[config.mk]
export PLATFORM = sky130hd
export DESIGN_NAME = serial_servo_command_parser
export DESIGN_NICKNAME = d
export VERILOG_FILES = /design/src/rtl/ssc_pkg.sv /design/src/rtl/ssc_csr.sv /design/src/rtl/ssc_pwm.sv /design/src/rtl/ssc_parser.sv /design/src/rtl/serial_servo_command_parser.sv
export SDC_FILE = /design/constraint.sdc
export NUM_CORES = 1
export LEC_CHECK = 0
export ABC_AREA = 0
export CAP_MARGIN = 20
export CORE_AREA = 2 2 177 179
export CTS_CLUSTER_DIAMETER = 100
export DETAILED_ROUTE_END_ITERATION = 8
export DIE_AREA = 0 0 179 181
export DONT_BUFFER_PORTS = 1
export PLACE_DENSITY = 0.67
export SYNTH_ARGS = -nofsm -noshare
export SYNTH_HDL_FRONTEND = slang
export SYNTH_SLANG_ARGS = --single-unit
export TNS_END_PERCENT = 1
[constraint.sdc]
create_clock -name clock -period 26.8 [get_ports clock]
set_clock_uncertainty 0.15 [all_clocks]
set_input_delay 6.7 -clock clock [delete_from_list [all_inputs] [get_ports clock]]
set_output_delay 6.7 -clock clock [all_outputs]
set_load 0.05 [all_outputs]
[src/rtl/ssc_pkg.sv]
// Shared types and constants for the serial servo command parser.
`default_nettype none

package ssc_pkg;

   localparam int unsigned CMP_W   = 10;
   localparam int unsigned BYTE_W  = 8;
   localparam int unsigned ACC_W   = 20;  // angle * 13, signed
   localparam int unsigned MAG_W   = 19;
   localparam int unsigned QUOT_W  = 16;

   localparam logic [CMP_W-1:0] PWM_MIN_RESET = 10'd245;
   localparam logic [CMP_W-1:0] PWM_MAX_RESET = 10'd505;
   localparam logic [CMP_W-1:0] CMP_RESET     = 10'd245;

   localparam logic [BYTE_W-1:0] ASCII_ZERO  = 8'h30;
   localparam logic [BYTE_W-1:0] ASCII_ONE   = 8'h31;
   localparam logic [BYTE_W-1:0] ASCII_THREE = 8'h33;

   // 260/180 == 13/9; digit weights are pre-scaled by 13
   localparam logic signed [11:0] WEIGHT_HUNDREDS = 12'sd1300;
   localparam logic signed [11:0] WEIGHT_TENS     = 12'sd130;
   localparam logic signed [11:0] WEIGHT_ONES     = 12'sd13;

   // floor(m / 9) == (m * ceil(2^23 / 9)) >> 23 for m < 2^21
   localparam int unsigned       DIV9_SHIFT = 23;
   localparam logic [ACC_W-1:0]  DIV9_RECIP = 20'd932068;

   localparam logic [1:0] SERVO_A    = 2'd0;
   localparam logic [1:0] SERVO_B    = 2'd1;
   localparam logic [1:0] DIGITS_FULL = 2'd3;

   localparam logic REG_PWM_MIN = 1'b0;
   localparam logic REG_PWM_MAX = 1'b1;

   typedef enum logic [2:0] {
      PH_SELECT = 3'b001,
      PH_LED    = 3'b010,
      PH_POS    = 3'b100
   } phase_type;

   typedef struct packed {
      logic [BYTE_W-1:0] echo_byte;
      logic [CMP_W-1:0]  compare_a;
      logic [CMP_W-1:0]  compare_b;
      logic              led_a;
      logic              led_b;
      logic              updated;
   } result_type;

endpackage

`default_nettype wire

[src/rtl/ssc_csr.sv]
// APB-style register file holding the pulse width clamp limits.
`default_nettype none

module ssc_csr (
   input  wire logic                      clock,
   input  wire logic                      reset,
   input  wire logic                      csr_psel,
   input  wire logic                      csr_penable,
   input  wire logic                      csr_pwrite,
   input  wire logic [2:0]                csr_paddr,
   input  wire logic [31:0]               csr_pwdata,
   output      logic [31:0]               csr_prdata,
   output      logic                      csr_pready,
   output      logic [ssc_pkg::CMP_W-1:0] pwm_min,
   output      logic [ssc_pkg::CMP_W-1:0] pwm_max
);
   import ssc_pkg::*;

   logic [CMP_W-1:0] pwm_min_ff, pwm_min_in;
   logic [CMP_W-1:0] pwm_max_ff, pwm_max_in;
   logic             wr_en;

   assign csr_pready = 1'b1;
   assign wr_en      = csr_psel & csr_penable & csr_pwrite;

   always_comb begin
      pwm_min_in = pwm_min_ff;
      pwm_max_in = pwm_max_ff;
      if (wr_en) begin
         if (csr_paddr[2] == REG_PWM_MIN) pwm_min_in = csr_pwdata[CMP_W-1:0];
         else                             pwm_max_in = csr_pwdata[CMP_W-1:0];
      end
   end

   always_ff @(posedge clock) begin
      if (reset) begin
         pwm_min_ff <= PWM_MIN_RESET;
         pwm_max_ff <= PWM_MAX_RESET;
      end else begin
         pwm_min_ff <= pwm_min_in;
         pwm_max_ff <= pwm_max_in;
      end
   end

   always_comb begin
      csr_prdata = '0;
      if (csr_paddr[2] == REG_PWM_MAX) csr_prdata[CMP_W-1:0] = pwm_max_ff;
      else                             csr_prdata[CMP_W-1:0] = pwm_min_ff;
   end

   assign pwm_min = pwm_min_ff;
   assign pwm_max = pwm_max_ff;

endmodule

`default_nettype wire

[src/rtl/ssc_pwm.sv]
// Angle to compare value: divide by 9, add offset, clamp.
`default_nettype none

module ssc_pwm (
   input  wire logic signed [ssc_pkg::ACC_W-1:0] acc,
   input  wire logic        [ssc_pkg::CMP_W-1:0] pwm_min,
   input  wire logic        [ssc_pkg::CMP_W-1:0] pwm_max,
   output      logic        [ssc_pkg::CMP_W-1:0] pwm
);
   import ssc_pkg::*;

   logic                       neg;
   logic signed [ACC_W-1:0]    acc_abs;
   logic [MAG_W-1:0]           mag;
   logic [MAG_W+ACC_W-1:0]     prod;
   logic [QUOT_W-1:0]          quot;
   logic signed [QUOT_W:0]     offset;
   logic signed [QUOT_W+1:0]   sum;

   assign neg     = acc[ACC_W-1];
   assign acc_abs = neg ? -acc : acc;
   assign mag     = acc_abs[MAG_W-1:0];
   assign prod    = (MAG_W+ACC_W)'(mag) * (MAG_W+ACC_W)'(DIV9_RECIP);
   assign quot    = prod[DIV9_SHIFT +: QUOT_W];
   // truncation toward zero: divide the magnitude, then restore the sign
   assign offset  = neg ? -$signed({1'b0, quot}) : $signed({1'b0, quot});
   assign sum     = $signed({{(QUOT_W+2-CMP_W){1'b0}}, pwm_min})
                    + (QUOT_W+2)'(offset);

   always_comb begin
      priority if (offset < 0) begin
         pwm = pwm_min;
      end else if (sum > $signed({{(QUOT_W+2-CMP_W){1'b0}}, pwm_max})) begin
         pwm = pwm_max;
      end else begin
         pwm = sum[CMP_W-1:0];
      end
   end

endmodule

`default_nettype wire

[src/rtl/ssc_parser.sv]
// Command parser: phase sequencer, digit accumulator, LED and compare state.
`default_nettype none

module ssc_parser (
   input  wire logic                               clock,
   input  wire logic                               reset,
   input  wire logic                               advance,
   input  wire logic        [ssc_pkg::BYTE_W-1:0]  rx_byte,
   input  wire logic        [ssc_pkg::CMP_W-1:0]   pwm,
   output      logic signed [ssc_pkg::ACC_W-1:0]   acc,
   output      ssc_pkg::result_type                result
);
   import ssc_pkg::*;

   phase_type               phase_ff, phase_in;
   logic [1:0]              servo_ff, servo_in;
   logic [1:0]              count_ff, count_in;
   logic signed [ACC_W-1:0] acc_ff, acc_in;
   logic [CMP_W-1:0]        cmp_a_ff, cmp_a_in;
   logic [CMP_W-1:0]        cmp_b_ff, cmp_b_in;
   logic [1:0]              led_ff, led_in;
   logic                    updated;

   logic [1:0]              led_mask;
   logic signed [8:0]       digit;
   logic signed [11:0]      weight;
   logic signed [20:0]      term;

   always_comb begin
      unique case (servo_ff)
         SERVO_A: led_mask = 2'b01;
         SERVO_B: led_mask = 2'b10;
         default: led_mask = 2'b11;
      endcase
   end

   assign digit = $signed({1'b0, rx_byte}) - $signed({1'b0, ASCII_ZERO});

   always_comb begin
      unique case (count_ff)
         2'd0:    weight = WEIGHT_HUNDREDS;
         2'd1:    weight = WEIGHT_TENS;
         default: weight = WEIGHT_ONES;
      endcase
   end

   assign term = digit * weight;

   always_comb begin
      phase_in = phase_ff;
      servo_in = servo_ff;
      count_in = count_ff;
      acc_in   = acc_ff;
      cmp_a_in = cmp_a_ff;
      cmp_b_in = cmp_b_ff;
      led_in   = led_ff;
      updated  = 1'b0;
      unique case (phase_ff)
         PH_LED: begin
            if (rx_byte == ASCII_ZERO) led_in = led_ff & ~led_mask;
            else                       led_in = led_ff | led_mask;
            phase_in = PH_POS;
         end
         PH_POS: begin
            if (count_ff == DIGITS_FULL) begin
               if (servo_ff != SERVO_B) cmp_a_in = pwm;
               if (servo_ff != SERVO_A) cmp_b_in = pwm;
               acc_in   = '0;
               count_in = '0;
               phase_in = PH_SELECT;
               updated  = 1'b1;
            end else begin
               acc_in   = acc_ff + term[ACC_W-1:0];
               count_in = count_ff + 2'd1;
            end
         end
         default: begin
            // select phase; an unknown phase code behaves the same way
            if (rx_byte >= ASCII_ONE && rx_byte <= ASCII_THREE) begin
               servo_in = 2'(rx_byte - ASCII_ONE);
               phase_in = PH_LED;
            end
         end
      endcase
   end

   always_ff @(posedge clock) begin
      if (reset) begin
         phase_ff <= PH_SELECT;
         servo_ff <= SERVO_A;
         count_ff <= '0;
         acc_ff   <= '0;
         cmp_a_ff <= CMP_RESET;
         cmp_b_ff <= CMP_RESET;
         led_ff   <= '0;
      end else if (advance) begin
         phase_ff <= phase_in;
         servo_ff <= servo_in;
         count_ff <= count_in;
         acc_ff   <= acc_in;
         cmp_a_ff <= cmp_a_in;
         cmp_b_ff <= cmp_b_in;
         led_ff   <= led_in;
      end
   end

   assign acc = acc_ff;

   assign result.echo_byte = rx_byte;
   assign result.compare_a = cmp_a_in;
   assign result.compare_b = cmp_b_in;
   assign result.led_a     = led_in[0];
   assign result.led_b     = led_in[1];
   assign result.updated   = updated;

endmodule

`default_nettype wire

[src/rtl/serial_servo_command_parser.sv]
// Serial servo command parser: top level with input and result registers.
//
// Usage: received serial bytes enter on the req_ channel (req_rx_byte), one
// beat per byte. Every byte yields exactly one rsp_ beat carrying the echoed
// byte, both servo compare values, both LED bits and an updated flag that is
// set on the terminator byte of a position command. The clamp limits pwm_min
// (address 0) and pwm_max (address 4) are written through the csr_ port.
// Flow: a beat accepted into the input register is processed out of it into
// the result register and offered on rsp_ from then on; while the result
// register is full and not taken, the beat waits in the input register.
// Throughput is one beat per cycle while rsp_ready is high; the path from
// input register to result register holds one reciprocal multiply for the
// divide by nine plus an add and a clamp.
// Reset (synchronous) empties both registers, returns the parser to servo
// select, clears LEDs and digits, and sets both compares and pwm_min to 245,
// pwm_max to 505. When rsp_ready is low the result register holds, one more
// beat waits in the input register, and req_ready then drops.
`default_nettype none

module serial_servo_command_parser (
   input  wire logic        clock,
   input  wire logic        reset,
   input  wire logic        req_valid,
   output      logic        req_ready,
   input  wire logic [7:0]  req_rx_byte,
   output      logic        rsp_valid,
   input  wire logic        rsp_ready,
   output      logic [7:0]  rsp_echo_byte,
   output      logic [9:0]  rsp_compare_a,
   output      logic [9:0]  rsp_compare_b,
   output      logic        rsp_led_a,
   output      logic        rsp_led_b,
   output      logic        rsp_updated,
   input  wire logic        csr_psel,
   input  wire logic        csr_penable,
   input  wire logic        csr_pwrite,
   input  wire logic [2:0]  csr_paddr,
   input  wire logic [31:0] csr_pwdata,
   output      logic [31:0] csr_prdata,
   output      logic        csr_pready
);
   import ssc_pkg::*;

   logic                    in_valid_ff, in_valid_in;
   logic [BYTE_W-1:0]       in_byte_ff;
   logic                    out_valid_ff, out_valid_in;
   result_type              out_ff;
   result_type              result;
   logic                    advance;
   logic                    req_take;
   logic [CMP_W-1:0]        pwm_min;
   logic [CMP_W-1:0]        pwm_max;
   logic [CMP_W-1:0]        pwm;
   logic signed [ACC_W-1:0] acc;

   ssc_csr u_csr (
      .clock       (clock),
      .reset       (reset),
      .csr_psel    (csr_psel),
      .csr_penable (csr_penable),
      .csr_pwrite  (csr_pwrite),
      .csr_paddr   (csr_paddr),
      .csr_pwdata  (csr_pwdata),
      .csr_prdata  (csr_prdata),
      .csr_pready  (csr_pready),
      .pwm_min     (pwm_min),
      .pwm_max     (pwm_max)
   );

   ssc_pwm u_pwm (
      .acc     (acc),
      .pwm_min (pwm_min),
      .pwm_max (pwm_max),
      .pwm     (pwm)
   );

   ssc_parser u_parser (
      .clock   (clock),
      .reset   (reset),
      .advance (advance),
      .rx_byte (in_byte_ff),
      .pwm     (pwm),
      .acc     (acc),
      .result  (result)
   );

   assign advance      = in_valid_ff & (~out_valid_ff | rsp_ready);
   assign req_ready    = ~in_valid_ff | advance;
   assign req_take     = req_valid & req_ready;
   assign in_valid_in  = req_take | (in_valid_ff & ~advance);
   assign out_valid_in = advance | (out_valid_ff & ~rsp_ready);

   always_ff @(posedge clock) begin
      if (reset) begin
         in_valid_ff  <= 1'b0;
         out_valid_ff <= 1'b0;
      end else begin
         in_valid_ff  <= in_valid_in;
         out_valid_ff <= out_valid_in;
      end
   end

   always_ff @(posedge clock) begin
      if (req_take) in_byte_ff <= req_rx_byte;
      if (advance)  out_ff     <= result;
   end

   assign rsp_valid     = out_valid_ff;
   assign rsp_echo_byte = out_ff.echo_byte;
   assign rsp_compare_a = out_ff.compare_a;
   assign rsp_compare_b = out_ff.compare_b;
   assign rsp_led_a     = out_ff.led_a;
   assign rsp_led_b     = out_ff.led_b;
   assign rsp_updated   = out_ff.updated;

endmodule

`default_nettype wire
==> results.md <==
* Clk_lat worst skew at between 300 and 400 ps
* Final Setup Violations at 0
* Ant. Diodes at 0
* Fmax at roughly 70 MHz
* Max Slew Vio Count at 0
* Unrepaired setup endpoints after global routing: false
* Post-cts hold buffer count at 0
* Internal power at 295 uW
* Psw at about 150 uW
* Max-cap violations at 0
* CTS sink cnt at 110
* Post-synthesis cell count at 1694
* Sequential share of power at 41.0%
* Yosys warns at 0
* Top cell type by total area after synthesis: ha_1
* Final ANT Viol Nets at 0
* Finished Core Util at approximately half
* DP HPWL at between 20000 and 30000 um
* Period utilisation layout at between 50% and 60%
* CP max FO at 14
* Synth cell types at 82
* FF+latch count, synth at between 100 and 150
* Number of fill cells in the layout at 2806
* Buf/Inv on CP at 0
* Worst path slowest cell: o21ai_1
* Mean routed wirelength per cell at approximately 17 um
* Inserted Clock Buffers at 9
* Number of antenna violations at the first check in global routing at 0
* Vias at between 10000 and 15000
* Most common cell in the netlist: inv_1
* CTS tree: done
* Top delay family on crit path: compound AO/OA/AOI/OAI gates
* Number of flops mapped to enable cells by yosys at 39
* Final wirelength at ~34000 um
* Rel. slew slack at between 20 and 30%
* Top cells by area, synth: ha_1 (21%), fa_1 (17%), dfxtp_1 (9.4%)
* WP data arrival at ~7500 ps
* Maximum vdd drop at roughly 40 uV
* Net Sw Frac at 33.9%
* Final instance area at 15700 um^2
* Synth top area share at about a fifth
* Largest net degree at the start of global routing at 89
* Gr usage total at roughly 22%
* First-pass GRT wire length at approximately 57000 um
* Comb power frac at between 20% and 30%
* H-tree Lvls at 3
* Clock transition at path regs at 80 ps
* Core area at just over 30000 um^2
* Post-CTS Setup Inserts at 0
* Drt pass-1 iters at 7
* Initial DRC count at 570
* Dpl cell area at between 15000 and 20000 um^2
* GRT overflow at 0
* Initial cell density of the core at 49.7%
* CP Data Required Time at about 20000 ps
* CP endpoint kind: output port
* GP Congestion at around 0.90
* Worst hold-check path type: reg -> reg
* Crit path cell chain: o21ai_1
* Die height at 181 um
* Crit-path max cell delay at around 800 ps
* Outcome: finished, final reports clean
* Main synth FF type: dfxtp_1
* Seq/Total Area, Yosys at roughly 17%
* Final hold vios at 0
* Die area at 32400 um^2
* Total power at 447 uW
* Setup ws final at 12450 ps
* Crit path launch type: primary input
* Synth top cells by count: inv_1 (278), ha_1 (255), fa_1 (131)
* Clk buf depth at 2
* # resized after CTS at 0
* Number of global-route vias before repair at roughly 11000
* Port Buffer Count at 0
* Slew @ Worst Pin at between 1000 and 1500 ps
* Vias per inst at 5.57
* Tmin final at 14350 ps
* DP Worst Slack at approximately 12000 ps
* # rows at between 60 and 70
* Ys async rst share at 0%
* Area delta synth->final at 4.08%
* Fin nets at 2104
* Setup CP Type: in -> out
* I/O pins at roughly 120
* Syn_area_per_cell at 8.90 um^2
* Remaining DRCs at 0
* Root Buffer: clkbuf_16
* Mapped cell area at around 15000 um^2
* Fin Setup TNS at 0 ps
* Share of cells above drive strength 1 at about 3.6%
* Clock power frac at 30.5%
* Static Leakage at about 0.0082 uW
* Die X at approximately 180 um
* Pwr Density at around 28 nW/um^2
## sequential cells by signal, indices dropped and copies added (netlist names)
name and flops:
rsp_compare_b 10, u_parser.count_ff 2, rsp_led_a 1, u_csr.pwm_min 10, u_parser.servo_ff 2, u_csr.pwm_max 10
rsp_valid 1, rsp_led_b 1, in_byte_ff 8, rsp_echo_byte 8, rsp_compare_a 10, rsp_updated 1
u_parser.acc 20, u_parser.cmp_a_ff 10, u_parser.cmp_b_ff 10, in_valid_ff 1, u_parser.led_ff 2, u_parser.phase_ff 3
## final cells by class
type	count	area, um^2	share of cell area, %
Clock buffer	9	225	1.44
Timing Repair Buffer	14	105	0.670
Inverter	278	1040	6.65
Multi-Input combinational cell	1255	11100	71.1
Sequential cell	110	2590	16.5
Clock inverter	7	75.1	0.479
Tap cell	396	495	3.16
## metal layers
metal / track usage (%) / vias up / share of wire (%) / wire length, um
met1: 28.7 / 5556 / 45 / 15600
met2: 37.7 / 229 / 49 / 16900
met5: 0 / - / 0 / 0
li1: - / 5698 / - / -
met3: 2.93 / 42 / 3.6 / 1240
met4: 4.81 / 0 / 1.9 / 654
## cell usage in the layout (no fill, tap or decap), drive strengths merged, types with 10 or more instances in the layout
master  instances
mux2           10
nor2b          20
nand4          18
conb           24
or3            10
xor2           25
nand2          94
buf            14
and2           22
nand3          28
nand2b         12
a21oi          96
a22oi          11
ha            255
a21o           23
nor2          107
fa            131
o21a           11
a211o          17
dfxtp          71
and3           21
mux2i          14
o211ai         12
edfxtp         39
o31ai          25
nor3           28
xnor2          54
o21ai          68
inv           282
## cell families after synthesis
family | synth area share [%]
AO/OA/AOI/OAI | 14.5
multiplexers | 1.68
flip-flops | 17.2
AND/OR/NAND/NOR | 13.8
XOR/XNOR | 4.59
adder cells (fa/ha/maj) | 38.8
other | 0.0498
buffers and inverters | 9.37
## through the flow
step	cells	hold slack [ps]
CTS	2067	308
finish	2069	304
floorplan	1716	283
global placement	2051	286
global route	2069	329
detailed placement	2051	297
## worst register-to-register path: cells and delay by family (launching register included)
kind                     cells  cell delay [ps]
AO/OA/AOI/OAI                8             2560
XOR/XNOR                     3              960
adder cells (fa/ha/maj)     10             4280
buffers and inverters        5              560
flip-flops                   1              590
multiplexers                 1              570
AND/OR/NAND/NOR             12             2570
## path summary, 6_finish.rpt
check,start,endpoint,slack [ps],depth (start not counted)
setup / recovery,csr_paddr[2],csr_prdata[1],12450,1
hold / removal,u_parser.led_ff[1],u_parser.led_ff[1],300,2
setup reg to reg,u_parser.acc[0],rsp_compare_a[0],14280,39
hold reg to reg,u_parser.led_ff[1],u_parser.led_ff[1],300,2
## power by group through the flow
stage	clock (uW)	sequential, uW	combinational (uW)
3_5_place_dp	0	187	128
4_1_cts	140	183	129
2_1_floorplan	0	186	112
6_report	136	183	127
5_1_grt	147	184	146
3_3_place_gp	0	187	125
No activity file was read; power rests on OpenSTA's default activity.
